==> src/assert_macros.svh <==
// ---------------------------------------------------------------------------
// Assertion macros
// Shared concurrent assertion forms, clocked on clk and held off in reset.
// ---------------------------------------------------------------------------
`ifndef ASSERT_MACROS_SVH
`define ASSERT_MACROS_SVH

// property must hold at every clock edge out of reset
`define CNMP_ASSERT(label, prop, msg) \
	label: assert property (@(posedge clk) disable iff (!arst_n) prop) else $error(msg);

// condition must never be true out of reset
`define CNMP_NEVER(label, cond, msg) \
	`CNMP_ASSERT(label, !(cond), msg)

`endif

==> src/cnmp_pkg.sv <==
// ---------------------------------------------------------------------------
// Catalan number modulo prime: package
// Widths, constants, datapath select codes and controller types.
// ---------------------------------------------------------------------------
package cnmp_pkg;

	localparam int COUNT_WIDTH = 17;
	localparam int IDX_W       = COUNT_WIDTH + 1;
	localparam int VAL_W       = 30;
	localparam int PROD_W      = 2 * VAL_W;
	localparam int RED_W       = VAL_W + 2;

	localparam logic [VAL_W-1:0] PRIME = VAL_W'(1000000009);

	// Barrett reduction: q1 = x >> (VAL_W-1), q = (q1 * MU) >> (VAL_W+1)
	localparam int Q1_W = PROD_W - (VAL_W - 1);
	localparam int MU_W = VAL_W + 1;
	localparam int QM_W = Q1_W + MU_W;
	localparam int Q_W  = QM_W - (VAL_W + 1);
	localparam logic [MU_W-1:0] BARRETT_MU =
		MU_W'((64'd1 << PROD_W) / 64'(PRIME));

	localparam logic [RED_W-1:0] PRIME_RED = RED_W'(PRIME);
	localparam logic [RED_W-1:0] TWO_PRIME = RED_W'(2) * RED_W'(PRIME);
	localparam logic [RED_W-1:0] THREE_PRIME = RED_W'(3) * RED_W'(PRIME);

	localparam int MUL_LATENCY = 5;
	localparam int RING_DEPTH  = MUL_LATENCY + 1;
	localparam int SLOT_W      = $clog2(RING_DEPTH);

	localparam int EXP_BITS = VAL_W;
	localparam int BIT_W    = $clog2(EXP_BITS);
	localparam logic [EXP_BITS-1:0] EXP_VAL = EXP_BITS'(PRIME - VAL_W'(2));

	typedef enum logic {
		LO_TWO,
		LO_NP2
	} lo_sel_t;

	typedef enum logic {
		HI_N,
		HI_2N
	} hi_sel_t;

	typedef enum logic {
		PH_LOW,
		PH_HIGH
	} phase_t;

	typedef enum logic [2:0] {
		A_ONE,
		A_RING,
		A_ACC,
		A_FN1,
		A_BASE
	} a_sel_t;

	typedef enum logic [2:0] {
		B_IDX,
		B_NP1,
		B_RING,
		B_ACC,
		B_X1,
		B_BASE,
		B_F
	} b_sel_t;

	typedef enum logic [2:0] {
		D_RING,
		D_ACC,
		D_FN1,
		D_F,
		D_BASE,
		D_OUT
	} dest_t;

	typedef struct packed {
		dest_t             dest;
		logic [SLOT_W-1:0] slot;
	} tag_t;

	typedef struct packed {
		logic              load_count;
		logic              stream_start;
		lo_sel_t           lo_sel;
		hi_sel_t           hi_sel;
		logic              idx_inc;
		logic              issue;
		a_sel_t            a_sel;
		b_sel_t            b_sel;
		dest_t             dest;
		logic [SLOT_W-1:0] slot;
		logic              x1_load;
		logic              acc_init;
	} cmd_t;

	typedef struct packed {
		logic idx_le_hi;
		logic pipe_empty;
		logic out_busy;
	} sts_t;

	typedef enum logic [3:0] {
		ST_IDLE,
		ST_SETUP,
		ST_STREAM,
		ST_COMBINE,
		ST_FN1,
		ST_FMUL,
		ST_DMUL,
		ST_POW_MUL,
		ST_POW_SQ,
		ST_FINAL,
		ST_WAIT
	} state_t;

endpackage

==> src/cnmp_mulmod.sv <==
// ---------------------------------------------------------------------------
// Modular multiplier
// Five-stage a*b mod PRIME: product, Barrett quotient, quotient*PRIME,
// subtract, final correction. A tag rides along with each operation.
// ---------------------------------------------------------------------------
`include "assert_macros.svh"

module cnmp_mulmod (
	input  logic                         clk,
	input  logic                         arst_n,
	input  logic                         in_vld,
	input  logic [cnmp_pkg::VAL_W-1:0]   a,
	input  logic [cnmp_pkg::VAL_W-1:0]   b,
	input  cnmp_pkg::tag_t               in_tag,
	output logic                         out_vld,
	output logic [cnmp_pkg::VAL_W-1:0]   out_val,
	output cnmp_pkg::tag_t               out_tag,
	output logic                         busy
);

	logic                          vld_s1, vld_s2, vld_s3, vld_s4, vld_s5;
	cnmp_pkg::tag_t                tag_s1, tag_s2, tag_s3, tag_s4, tag_s5;
	logic [cnmp_pkg::PROD_W-1:0]   prod_s1;
	logic [cnmp_pkg::RED_W-1:0]    x_s2, x_s3;
	logic [cnmp_pkg::QM_W-1:0]     qm_s2;
	logic [cnmp_pkg::RED_W-1:0]    m_s3;
	logic [cnmp_pkg::RED_W-1:0]    r_s4;
	logic [cnmp_pkg::VAL_W-1:0]    res_s5;

	logic [cnmp_pkg::Q1_W-1:0]     q1;
	logic [cnmp_pkg::Q_W-1:0]      q3;
	logic [cnmp_pkg::Q_W+cnmp_pkg::VAL_W-1:0] m_full;
	logic [cnmp_pkg::RED_W-1:0]    r_sub1, r_sub2, r_red;

	assign q1     = prod_s1[cnmp_pkg::PROD_W-1 -: cnmp_pkg::Q1_W];
	assign q3     = qm_s2[cnmp_pkg::QM_W-1 -: cnmp_pkg::Q_W];
	assign m_full = q3 * cnmp_pkg::PRIME;
	assign r_sub1 = r_s4 - cnmp_pkg::PRIME_RED;
	assign r_sub2 = r_s4 - cnmp_pkg::TWO_PRIME;

	always_comb begin
		if (r_s4 >= cnmp_pkg::TWO_PRIME) begin
			r_red = r_sub2;
		end else if (r_s4 >= cnmp_pkg::PRIME_RED) begin
			r_red = r_sub1;
		end else begin
			r_red = r_s4;
		end
	end

	always_ff @(posedge clk or negedge arst_n) begin
		if (!arst_n) begin
			vld_s1 <= 1'b0;
			vld_s2 <= 1'b0;
			vld_s3 <= 1'b0;
			vld_s4 <= 1'b0;
			vld_s5 <= 1'b0;
		end else begin
			vld_s1 <= in_vld;
			vld_s2 <= vld_s1;
			vld_s3 <= vld_s2;
			vld_s4 <= vld_s3;
			vld_s5 <= vld_s4;
		end
	end

	always_ff @(posedge clk) begin
		tag_s1  <= in_tag;
		prod_s1 <= a * b;
		tag_s2  <= tag_s1;
		x_s2    <= prod_s1[cnmp_pkg::RED_W-1:0];
		qm_s2   <= q1 * cnmp_pkg::BARRETT_MU;
		tag_s3  <= tag_s2;
		x_s3    <= x_s2;
		m_s3    <= m_full[cnmp_pkg::RED_W-1:0];
		tag_s4  <= tag_s3;
		r_s4    <= x_s3 - m_s3;
		tag_s5  <= tag_s4;
		res_s5  <= r_red[cnmp_pkg::VAL_W-1:0];
	end

	assign out_vld = vld_s5;
	assign out_val = res_s5;
	assign out_tag = tag_s5;
	assign busy    = vld_s1 | vld_s2 | vld_s3 | vld_s4 | vld_s5;

	`CNMP_ASSERT(a_barrett_bound, vld_s4 |-> (r_s4 < cnmp_pkg::THREE_PRIME), "remainder above 3P")
	`CNMP_NEVER(a_res_range, vld_s5 && (res_s5 >= cnmp_pkg::PRIME), "result not reduced")

endmodule

==> src/cnmp_dp.sv <==
// ---------------------------------------------------------------------------
// Catalan datapath
// Count and index registers, partial-product ring, value registers,
// operand selection, multiplier writeback and the result word register.
// ---------------------------------------------------------------------------
`include "assert_macros.svh"

module cnmp_dp (
	input  logic                               clk,
	input  logic                               arst_n,
	input  logic [cnmp_pkg::COUNT_WIDTH-1:0]   count,
	input  cnmp_pkg::cmd_t                     cmd,
	output cnmp_pkg::sts_t                     sts,
	output logic [cnmp_pkg::VAL_W-1:0]         catalan,
	output logic                               catalan_valid,
	input  logic                               catalan_stall
);

	logic [cnmp_pkg::COUNT_WIDTH-1:0] n_q;
	logic [cnmp_pkg::IDX_W-1:0]       idx_q;
	logic [cnmp_pkg::VAL_W-1:0]       ring_q [cnmp_pkg::RING_DEPTH];
	logic [cnmp_pkg::VAL_W-1:0]       acc_q, x1_q, fn1_q, f_q, base_q, catalan_q;
	logic                             out_valid_q;

	logic [cnmp_pkg::IDX_W-1:0]       lo_val, hi_val;
	logic [cnmp_pkg::RED_W-1:0]       idx_ext, idx_red;
	logic [cnmp_pkg::VAL_W-1:0]       np1, ring_rd, op_a, op_b;
	logic                             wb_vld, mul_busy;
	logic [cnmp_pkg::VAL_W-1:0]       wb_val;
	cnmp_pkg::tag_t                   wb_tag, iss_tag;

	assign np1     = cnmp_pkg::VAL_W'({1'b0, n_q} + cnmp_pkg::IDX_W'(1));
	assign ring_rd = ring_q[cmd.slot];
	assign idx_ext = cnmp_pkg::RED_W'(idx_q);
	assign idx_red = (idx_ext >= cnmp_pkg::PRIME_RED) ? idx_ext - cnmp_pkg::PRIME_RED : idx_ext;

	always_comb begin
		case (cmd.lo_sel)
			cnmp_pkg::LO_NP2: lo_val = {1'b0, n_q} + cnmp_pkg::IDX_W'(2);
			default:          lo_val = cnmp_pkg::IDX_W'(2);
		endcase
		case (cmd.hi_sel)
			cnmp_pkg::HI_2N: hi_val = {n_q, 1'b0};
			default:         hi_val = {1'b0, n_q};
		endcase
	end

	always_comb begin
		case (cmd.a_sel)
			cnmp_pkg::A_ONE:  op_a = cnmp_pkg::VAL_W'(1);
			cnmp_pkg::A_RING: op_a = ring_rd;
			cnmp_pkg::A_ACC:  op_a = acc_q;
			cnmp_pkg::A_FN1:  op_a = fn1_q;
			cnmp_pkg::A_BASE: op_a = base_q;
			default:          op_a = '0;
		endcase
		case (cmd.b_sel)
			cnmp_pkg::B_IDX:  op_b = idx_red[cnmp_pkg::VAL_W-1:0];
			cnmp_pkg::B_NP1:  op_b = np1;
			cnmp_pkg::B_RING: op_b = ring_rd;
			cnmp_pkg::B_ACC:  op_b = acc_q;
			cnmp_pkg::B_X1:   op_b = x1_q;
			cnmp_pkg::B_BASE: op_b = base_q;
			cnmp_pkg::B_F:    op_b = f_q;
			default:          op_b = '0;
		endcase
	end

	assign iss_tag.dest = cmd.dest;
	assign iss_tag.slot = cmd.slot;

	cnmp_mulmod u_mulmod (
		.clk     (clk),
		.arst_n  (arst_n),
		.in_vld  (cmd.issue),
		.a       (op_a),
		.b       (op_b),
		.in_tag  (iss_tag),
		.out_vld (wb_vld),
		.out_val (wb_val),
		.out_tag (wb_tag),
		.busy    (mul_busy)
	);

	always_ff @(posedge clk) begin
		if (cmd.load_count) begin
			n_q <= count;
		end
		if (cmd.stream_start) begin
			idx_q <= lo_val;
			for (int i = 0; i < cnmp_pkg::RING_DEPTH; i++) begin
				ring_q[i] <= cnmp_pkg::VAL_W'(1);
			end
		end else if (cmd.idx_inc) begin
			idx_q <= idx_q + cnmp_pkg::IDX_W'(1);
		end
		if (cmd.x1_load) begin
			x1_q <= acc_q;
		end
		if (wb_vld) begin
			case (wb_tag.dest)
				cnmp_pkg::D_RING: ring_q[wb_tag.slot] <= wb_val;
				cnmp_pkg::D_ACC:  acc_q <= wb_val;
				cnmp_pkg::D_FN1:  fn1_q <= wb_val;
				cnmp_pkg::D_F:    f_q <= wb_val;
				cnmp_pkg::D_BASE: base_q <= wb_val;
				cnmp_pkg::D_OUT:  catalan_q <= wb_val;
				default: ;
			endcase
		end
		if (cmd.acc_init) begin
			acc_q <= cnmp_pkg::VAL_W'(1);
		end
	end

	// hold the result word until taken
	always_ff @(posedge clk or negedge arst_n) begin
		if (!arst_n) begin
			out_valid_q <= 1'b0;
		end else if (wb_vld && wb_tag.dest == cnmp_pkg::D_OUT) begin
			out_valid_q <= 1'b1;
		end else if (!catalan_stall) begin
			out_valid_q <= 1'b0;
		end
	end

	assign sts.idx_le_hi  = (idx_q <= hi_val);
	assign sts.pipe_empty = !mul_busy;
	assign sts.out_busy   = out_valid_q;

	assign catalan       = catalan_q;
	assign catalan_valid = out_valid_q;

	`CNMP_ASSERT(a_out_no_overwrite, (wb_vld && wb_tag.dest == cnmp_pkg::D_OUT) |-> !out_valid_q, "result word overwritten")
	`CNMP_ASSERT(a_ring_wr_slot, (wb_vld && wb_tag.dest == cnmp_pkg::D_RING) |-> (32'(wb_tag.slot) < cnmp_pkg::RING_DEPTH), "ring write slot out of range")
	`CNMP_ASSERT(a_ring_rd_slot, (cmd.issue && (cmd.a_sel == cnmp_pkg::A_RING || cmd.b_sel == cnmp_pkg::B_RING)) |-> (32'(cmd.slot) < cnmp_pkg::RING_DEPTH), "ring read slot out of range")

endmodule

==> src/cnmp_ctrl.sv <==
// ---------------------------------------------------------------------------
// Catalan controller
// Sequences the factorial streams, partial-product combine, Fermat
// inversion and final multiply over the shared modular multiplier.
// ---------------------------------------------------------------------------
module cnmp_ctrl (
	input  logic                  clk,
	input  logic                  arst_n,
	input  logic                  count_valid,
	output logic                  count_stall,
	output cnmp_pkg::cmd_t        cmd,
	input  cnmp_pkg::sts_t        sts
);

	cnmp_pkg::state_t               state_q, state_d, ret_q, ret_d;
	cnmp_pkg::phase_t               phase_q, phase_d;
	logic [cnmp_pkg::SLOT_W-1:0]    slot_q, slot_d, slot_adv;
	logic [cnmp_pkg::BIT_W-1:0]     bit_q, bit_d;
	logic                           slot_last;

	assign slot_last = (slot_q == cnmp_pkg::SLOT_W'(cnmp_pkg::RING_DEPTH - 1));
	assign slot_adv  = slot_last ? '0 : slot_q + cnmp_pkg::SLOT_W'(1);

	always_ff @(posedge clk or negedge arst_n) begin
		if (!arst_n) begin
			state_q <= cnmp_pkg::ST_IDLE;
			ret_q   <= cnmp_pkg::ST_IDLE;
			phase_q <= cnmp_pkg::PH_LOW;
			slot_q  <= '0;
			bit_q   <= '0;
		end else begin
			state_q <= state_d;
			ret_q   <= ret_d;
			phase_q <= phase_d;
			slot_q  <= slot_d;
			bit_q   <= bit_d;
		end
	end

	always_comb begin
		state_d = state_q;
		ret_d   = ret_q;
		phase_d = phase_q;
		slot_d  = slot_q;
		bit_d   = bit_q;

		cmd.load_count   = 1'b0;
		cmd.stream_start = 1'b0;
		cmd.lo_sel       = (phase_q == cnmp_pkg::PH_LOW) ? cnmp_pkg::LO_TWO : cnmp_pkg::LO_NP2;
		cmd.hi_sel       = (phase_q == cnmp_pkg::PH_LOW) ? cnmp_pkg::HI_N : cnmp_pkg::HI_2N;
		cmd.idx_inc      = 1'b0;
		cmd.issue        = 1'b0;
		cmd.a_sel        = cnmp_pkg::A_ONE;
		cmd.b_sel        = cnmp_pkg::B_IDX;
		cmd.dest         = cnmp_pkg::D_ACC;
		cmd.slot         = slot_q;
		cmd.x1_load      = 1'b0;
		cmd.acc_init     = 1'b0;

		count_stall = (state_q != cnmp_pkg::ST_IDLE);

		unique case (state_q)
			cnmp_pkg::ST_IDLE: begin
				if (count_valid) begin
					cmd.load_count = 1'b1;
					phase_d        = cnmp_pkg::PH_LOW;
					state_d        = cnmp_pkg::ST_SETUP;
				end
			end
			cnmp_pkg::ST_SETUP: begin
				cmd.stream_start = 1'b1;
				slot_d           = '0;
				state_d          = cnmp_pkg::ST_STREAM;
			end
			cnmp_pkg::ST_STREAM: begin
				if (sts.idx_le_hi) begin
					cmd.issue   = 1'b1;
					cmd.a_sel   = cnmp_pkg::A_RING;
					cmd.b_sel   = cnmp_pkg::B_IDX;
					cmd.dest    = cnmp_pkg::D_RING;
					cmd.idx_inc = 1'b1;
					slot_d      = slot_adv;
				end else begin
					slot_d  = '0;
					ret_d   = cnmp_pkg::ST_COMBINE;
					state_d = cnmp_pkg::ST_WAIT;
				end
			end
			cnmp_pkg::ST_COMBINE: begin
				cmd.issue = 1'b1;
				cmd.a_sel = (slot_q == '0) ? cnmp_pkg::A_ONE : cnmp_pkg::A_ACC;
				cmd.b_sel = cnmp_pkg::B_RING;
				cmd.dest  = cnmp_pkg::D_ACC;
				slot_d    = slot_adv;
				if (slot_last) begin
					ret_d = (phase_q == cnmp_pkg::PH_LOW) ? cnmp_pkg::ST_FN1 : cnmp_pkg::ST_FMUL;
				end else begin
					ret_d = cnmp_pkg::ST_COMBINE;
				end
				state_d = cnmp_pkg::ST_WAIT;
			end
			cnmp_pkg::ST_FN1: begin
				cmd.x1_load = 1'b1;
				cmd.issue   = 1'b1;
				cmd.a_sel   = cnmp_pkg::A_ACC;
				cmd.b_sel   = cnmp_pkg::B_NP1;
				cmd.dest    = cnmp_pkg::D_FN1;
				phase_d     = cnmp_pkg::PH_HIGH;
				ret_d       = cnmp_pkg::ST_SETUP;
				state_d     = cnmp_pkg::ST_WAIT;
			end
			cnmp_pkg::ST_FMUL: begin
				cmd.issue = 1'b1;
				cmd.a_sel = cnmp_pkg::A_FN1;
				cmd.b_sel = cnmp_pkg::B_ACC;
				cmd.dest  = cnmp_pkg::D_F;
				state_d   = cnmp_pkg::ST_DMUL;
			end
			cnmp_pkg::ST_DMUL: begin
				cmd.issue    = 1'b1;
				cmd.a_sel    = cnmp_pkg::A_FN1;
				cmd.b_sel    = cnmp_pkg::B_X1;
				cmd.dest     = cnmp_pkg::D_BASE;
				cmd.acc_init = 1'b1;
				bit_d        = '0;
				ret_d        = cnmp_pkg::ST_POW_MUL;
				state_d      = cnmp_pkg::ST_WAIT;
			end
			cnmp_pkg::ST_POW_MUL: begin
				if (cnmp_pkg::EXP_VAL[bit_q]) begin
					cmd.issue = 1'b1;
					cmd.a_sel = cnmp_pkg::A_ACC;
					cmd.b_sel = cnmp_pkg::B_BASE;
					cmd.dest  = cnmp_pkg::D_ACC;
				end
				state_d = cnmp_pkg::ST_POW_SQ;
			end
			cnmp_pkg::ST_POW_SQ: begin
				cmd.issue = 1'b1;
				cmd.a_sel = cnmp_pkg::A_BASE;
				cmd.b_sel = cnmp_pkg::B_BASE;
				cmd.dest  = cnmp_pkg::D_BASE;
				if (bit_q == cnmp_pkg::BIT_W'(cnmp_pkg::EXP_BITS - 1)) begin
					ret_d = cnmp_pkg::ST_FINAL;
				end else begin
					bit_d = bit_q + cnmp_pkg::BIT_W'(1);
					ret_d = cnmp_pkg::ST_POW_MUL;
				end
				state_d = cnmp_pkg::ST_WAIT;
			end
			cnmp_pkg::ST_FINAL: begin
				if (!sts.out_busy) begin
					cmd.issue = 1'b1;
					cmd.a_sel = cnmp_pkg::A_ACC;
					cmd.b_sel = cnmp_pkg::B_F;
					cmd.dest  = cnmp_pkg::D_OUT;
					state_d   = cnmp_pkg::ST_IDLE;
				end
			end
			cnmp_pkg::ST_WAIT: begin
				if (sts.pipe_empty) begin
					state_d = ret_q;
				end
			end
			default: begin
				state_d = cnmp_pkg::ST_IDLE;
			end
		endcase
	end

endmodule

==> src/catalan_number_mod_prime.sv <==
// Throughput: one count at a time; the next count is taken once the final multiply issues.
// The five-stage modular multiplier sets the time: one factorial step per cycle over six
// interleaved partial products, then 30 dependent square-and-multiply rounds.
// Reset returns the controller to idle and drops any pending result word.
// ---------------------------------------------------------------------------
// Catalan number modulo prime
// Returns C(n) mod 1000000009 for each count word, using a controller and
// a datapath built around one pipelined Barrett modular multiplier.
// ---------------------------------------------------------------------------
module catalan_number_mod_prime (
	input  logic                               clk,
	input  logic                               arst_n,
	input  logic [cnmp_pkg::COUNT_WIDTH-1:0]   count,
	input  logic                               count_valid,
	output logic                               count_stall,
	output logic [cnmp_pkg::VAL_W-1:0]         catalan,
	output logic                               catalan_valid,
	input  logic                               catalan_stall
);

	cnmp_pkg::cmd_t cmd;
	cnmp_pkg::sts_t sts;

	cnmp_ctrl u_ctrl (
		.clk         (clk),
		.arst_n      (arst_n),
		.count_valid (count_valid),
		.count_stall (count_stall),
		.cmd         (cmd),
		.sts         (sts)
	);

	cnmp_dp u_dp (
		.clk           (clk),
		.arst_n        (arst_n),
		.count         (count),
		.cmd           (cmd),
		.sts           (sts),
		.catalan       (catalan),
		.catalan_valid (catalan_valid),
		.catalan_stall (catalan_stall)
	);

endmodule
==> config.mk <==
export PLATFORM = sky130hd
export DESIGN_NAME = catalan_number_mod_prime
export DESIGN_NICKNAME = d
export VERILOG_FILES = /design/src/cnmp_pkg.sv /design/src/cnmp_mulmod.sv /design/src/cnmp_dp.sv /design/src/cnmp_ctrl.sv /design/src/catalan_number_mod_prime.sv
export VERILOG_INCLUDE_DIRS = /design/src /design/src/src
export SDC_FILE = /design/constraint.sdc
export NUM_CORES = 2
export LEC_CHECK = 0
export BUFFER_PORTS_ARGS = -buffer_cell sky130_fd_sc_hd__buf_2
export CAP_MARGIN = 0
export CORE_ASPECT_RATIO = 1.2
export CORE_MARGIN = 2
export CORE_UTILIZATION = 57
export CTS_BUF_LIST = sky130_fd_sc_hd__clkbuf_8
export CTS_CLUSTER_SIZE = 10
export DETAILED_ROUTE_END_ITERATION = 10
export GPL_TIMING_DRIVEN = 0
export PLACE_DENSITY = 0.75
export SLEW_MARGIN = 20
export SYNTH_ARGS = -nofsm -noshare
export SYNTH_HDL_FRONTEND = slang
export SYNTH_SLANG_ARGS = --single-unit
==> constraint.sdc <==
create_clock -name clk -period 25.6 [get_ports clk]
set_input_delay 6.4 -clock clk [delete_from_list [all_inputs] [get_ports clk]]
set_output_delay 6.4 -clock clk [all_outputs]
set_load 0.01 [all_outputs]
==> flow_metrics.env <==
export IMPL_pin_count=53
export IMPL_first_pass_iters=10
export IMPL_max_vdd_ir_drop_mv=0.0439
export IMPL_cts_buffers=115
export IMPL_synth_edf_count=425
export IMPL_cp_max_fo=10
export IMPL_cp_start_kind="flip-flop"
export IMPL_synth_top_family_by_area="adder cells"
export IMPL_vias=58000
export IMPL_hold_viol_final=0
export IMPL_synth_top_flop_cell="edfxtp_1"
export IMPL_worstSetupPathType="flip-flop to flip-flop"
export IMPL_cap_violations=0
export IMPL_critical_path_max_stage_delay_ps=1130
export IMPL_ctsResizeCount=0
export IMPL_p_per_area_mw_per_mm2=27.9
export IMPL_ys_ff_latch=757
export IMPL_status="finished, final reports clean"
export IMPL_crit_path_end_kind="flip-flop"
export IMPL_fp_dieW_um=344
export IMPL_cts_path_max_buffers=3
export IMPL_grt_pass1_vias=60700
export IMPL_synthAdderAreaFrac_pct=45.1
export IMPL_async_flop_share_pct=3.04
export IMPL_rsz0062_at_grt="no"
export IMPL_clock_skew_ps=73.8
export IMPL_cts_root_buf="clkbuf_8"
export IMPL_syn_avg_cell_area_um2=10.4
export IMPL_drt_initial_drc_count=6741
export IMPL_io_buffer_count=52
export IMPL_row_count=149
export IMPL_muxShareOfSynthArea_pct=1.93
export IMPL_drive_gt1_share_pct=5.96
export IMPL_yosys_warnings=0
export IMPL_ys_types=84
export IMPL_grt_overflow=0
export IMPL_die_area_mm2=0.142
export IMPL_fin_crit_sh_pct=53.3
export IMPL_p_leak_nw=41.2
export IMPL_drt_total_wl_um=256000
export IMPL_synth_top_area_share_pct=30.9
export IMPL_grt_pass1_wl_um=381000
export IMPL_insertion_delay_ps=900
export IMPL_final_setup_tns_ps=0
export IMPL_final_nets=9971
export IMPL_synth_compound_area_share_pct=6.64
export IMPL_cp_common_cell="fa_1"
export IMPL_wl_per_cell_um=26.2
export IMPL_coreArea_mm2=0.138
export IMPL_multi_input_area_mm2=0.0529
export IMPL_yosysSeqAreaShare_pct=24.6
export IMPL_area_growth_pct=7.34
export IMPL_synthCells=7630
export IMPL_gp_congestion=1.09
export IMPL_die_h_um=412
export IMPL_clk_pin_slew_ps=70
export IMPL_cts_sinks=757
export IMPL_vias_per_cell=5.94
export IMPL_htreeDepth=3
export IMPL_yosys_area_share_simple_pct=10.2
export IMPL_synth_top_area_cell="fa_1"
export IMPL_relSlewSlack_pct=10.2
export IMPL_drtAntennaViolNets=0
export IMPL_period_minus_slack_ps=13650
export IMPL_initial_core_util_pct=57.5
export IMPL_ff_latch_area_mm2=0.0195
export IMPL_drv_slew=0
export IMPL_cp_arrival_ps=14340
export IMPL_final_setup_viol_count=0
export IMPL_final_setup_worst_slack_ps=11950
export IMPL_worst_pin_slew_ps=1350
export IMPL_post_cts_buffers=0
export IMPL_synthTopCellsByArea="fa_1 (31%), edfxtp_1 (16%), ha_1 (14%)"
export IMPL_grt_max_degree=31
export IMPL_grt_util_all_layers_pct=36.9
export IMPL_tritoncts="built"
export IMPL_syn_area_mm2=0.0792
export IMPL_drc=0
export IMPL_antenna_found_initial=14
export IMPL_max_freq_mhz=73.3
export IMPL_synth_xor_area_share_pct=2.63
export IMPL_synth_nets=9772
export IMPL_hold_path_class="flip-flop to flip-flop"
export IMPL_required_ps=26300
export IMPL_holdBufCountCts=0
export IMPL_nFillCells=11300
export IMPL_dp_hpwl_um=204000
export IMPL_finalPower_mw=2.37
export IMPL_cpMaxStageDelayCell="a221oi_1"
export IMPL_dp_slack_ps=12420
stage by stage:
step	std cells	util, %	area, µm²	hold slack, ps
6_report	9753	61.7	85000	288
2_1_floorplan	7630	-	79200	310
4_1_cts	9741	61.7	85000	288
5_1_grt	9743	61.7	85000	294
3_3_place_gp	9494	59.3	81700	311
3_5_place_dp	9523	59.8	82400	312
sequential cells by signal (all words and copies together) (netlist names), 17 cells and up:
name	cells
u_dp.u_mulmod.r_s4	32
u_dp.x1_q	30
u_dp.base_q	30
u_dp.acc_q	30
u_dp.idx_q	18
u_dp.u_mulmod.m_s3	32
u_dp.fn1_q	30
u_dp.f_q	30
u_dp.ring_q	240
u_dp.u_mulmod.x_s3	32
u_dp.u_mulmod.out_val	30
u_dp.u_mulmod.x_s2	32
u_dp.n_q	17
u_dp.u_mulmod.qm_s2	31
u_dp.catalan	30
u_dp.u_mulmod.prod_s1	60
Yosys cell counts, types with 65 or more instances:
library cell	instances
inv_1	1572
fa_1	1224
ha_1	897
nand2_1	786
nor2_1	527
edfxtp_1	425
dfxtp_1	309
a21oi_1	220
clkbuf_1	203
and2_1	196
xnor2_1	166
o21ai_0	123
xor2_1	72
nand3_1	65
placed cells by master (no fill, tap or decap), types with 26 or more instances in the layout:
| cell type | n |
|---|---|
| ha_1 | 897 |
| a222oi_1 | 30 |
| nand3_1 | 65 |
| nor3_1 | 34 |
| inv_1 | 1597 |
| and3_1 | 27 |
| clkbuf_8 | 136 |
| a221o_1 | 31 |
| o21ai_0 | 123 |
| o21a_1 | 33 |
| nor2_1 | 524 |
| clkbuf_1 | 197 |
| a22o_1 | 28 |
| nand4_1 | 36 |
| a21o_1 | 57 |
| dfxtp_1 | 309 |
| xor2_1 | 72 |
| or2_2 | 28 |
| a21oi_1 | 220 |
| and2_1 | 196 |
| nor2b_1 | 30 |
| a211oi_1 | 26 |
| nand2_1 | 786 |
| nand2b_1 | 41 |
| xnor2_1 | 166 |
| mux4_2 | 60 |
| edfxtp_1 | 425 |
| fa_1 | 1224 |
| clkinv_2 | 26 |
| buf_2 | 109 |
kinds of logic after synthesis:
logic type	count (synthesis)
AND/OR/NAND/NOR	1828
AO/OA/AOI/OAI	762
XOR/XNOR	238
multiplexers	78
adder cells (fa/ha/maj)	2121
flip-flops	757
buffers and inverters	1846
layout make-up:
| class | instances | share of cell area [%] |
|---|---|---|
| Antenna cell | 11 | 0.0324 |
| Buffer | 272 | 1.31 |
| Clock buffer | 136 | 2.20 |
| Clock inverter | 82 | 0.840 |
| Inverter | 1574 | 6.95 |
| Multi-Input combinational cell | 5027 | 62.2 |
| Sequential cell | 757 | 23.0 |
| Tap cell | 1812 | 2.67 |
| Timing Repair Buffer | 82 | 0.828 |
per-layer routing:
metal | global-route usage, % | up-vias | part of all wire (%)
li1 | - | 24700 | -
met1 | 46.6 | 28900 | 37
met2 | 56.4 | 3432 | 44
met3 | 9.46 | 922 | 11
met4 | 24.3 | 8 | 8.2
met5 | 0 | - | 0.027
path summary, 6_finish.rpt:
kind	from	end	slack [ps]	cells past startpoint
max	u_ctrl.phase_q	u_dp.u_mulmod.prod_s1[58]	11950	38
min	u_dp.u_mulmod.prod_s1[19]	u_dp.u_mulmod.x_s2[19]	290	0
max reg2reg	u_ctrl.phase_q	u_dp.u_mulmod.prod_s1[58]	11950	38
min reg2reg	u_dp.u_mulmod.prod_s1[19]	u_dp.u_mulmod.x_s2[19]	290	0
max in group asynchronous	arst_n	u_ctrl.phase_q	19700	1
min in group asynchronous	arst_n	u_ctrl.ret_q[1]	5500	1
where the power goes:
group	total (mW)	switching, mW	internal (mW)
clock network	1.10	0.529	0.570
registers	1.27	0	1.27
logic	0.00238	0.00129	0.00106
worst max-delay path, delay by kind of cell (launching register included):
| family | cells | cell delay (ps) |
|---|---|---|
| AO/OA/AOI/OAI | 16 | 4960 |
| adder cells (fa/ha/maj) | 10 | 4640 |
| buffers and inverters | 8 | 2860 |
| AND/OR/NAND/NOR | 3 | 480 |
| flip-flops | 1 | 320 |
| multiplexers | 1 | 180 |
Note: power is estimated with default switching activity, not from simulation.
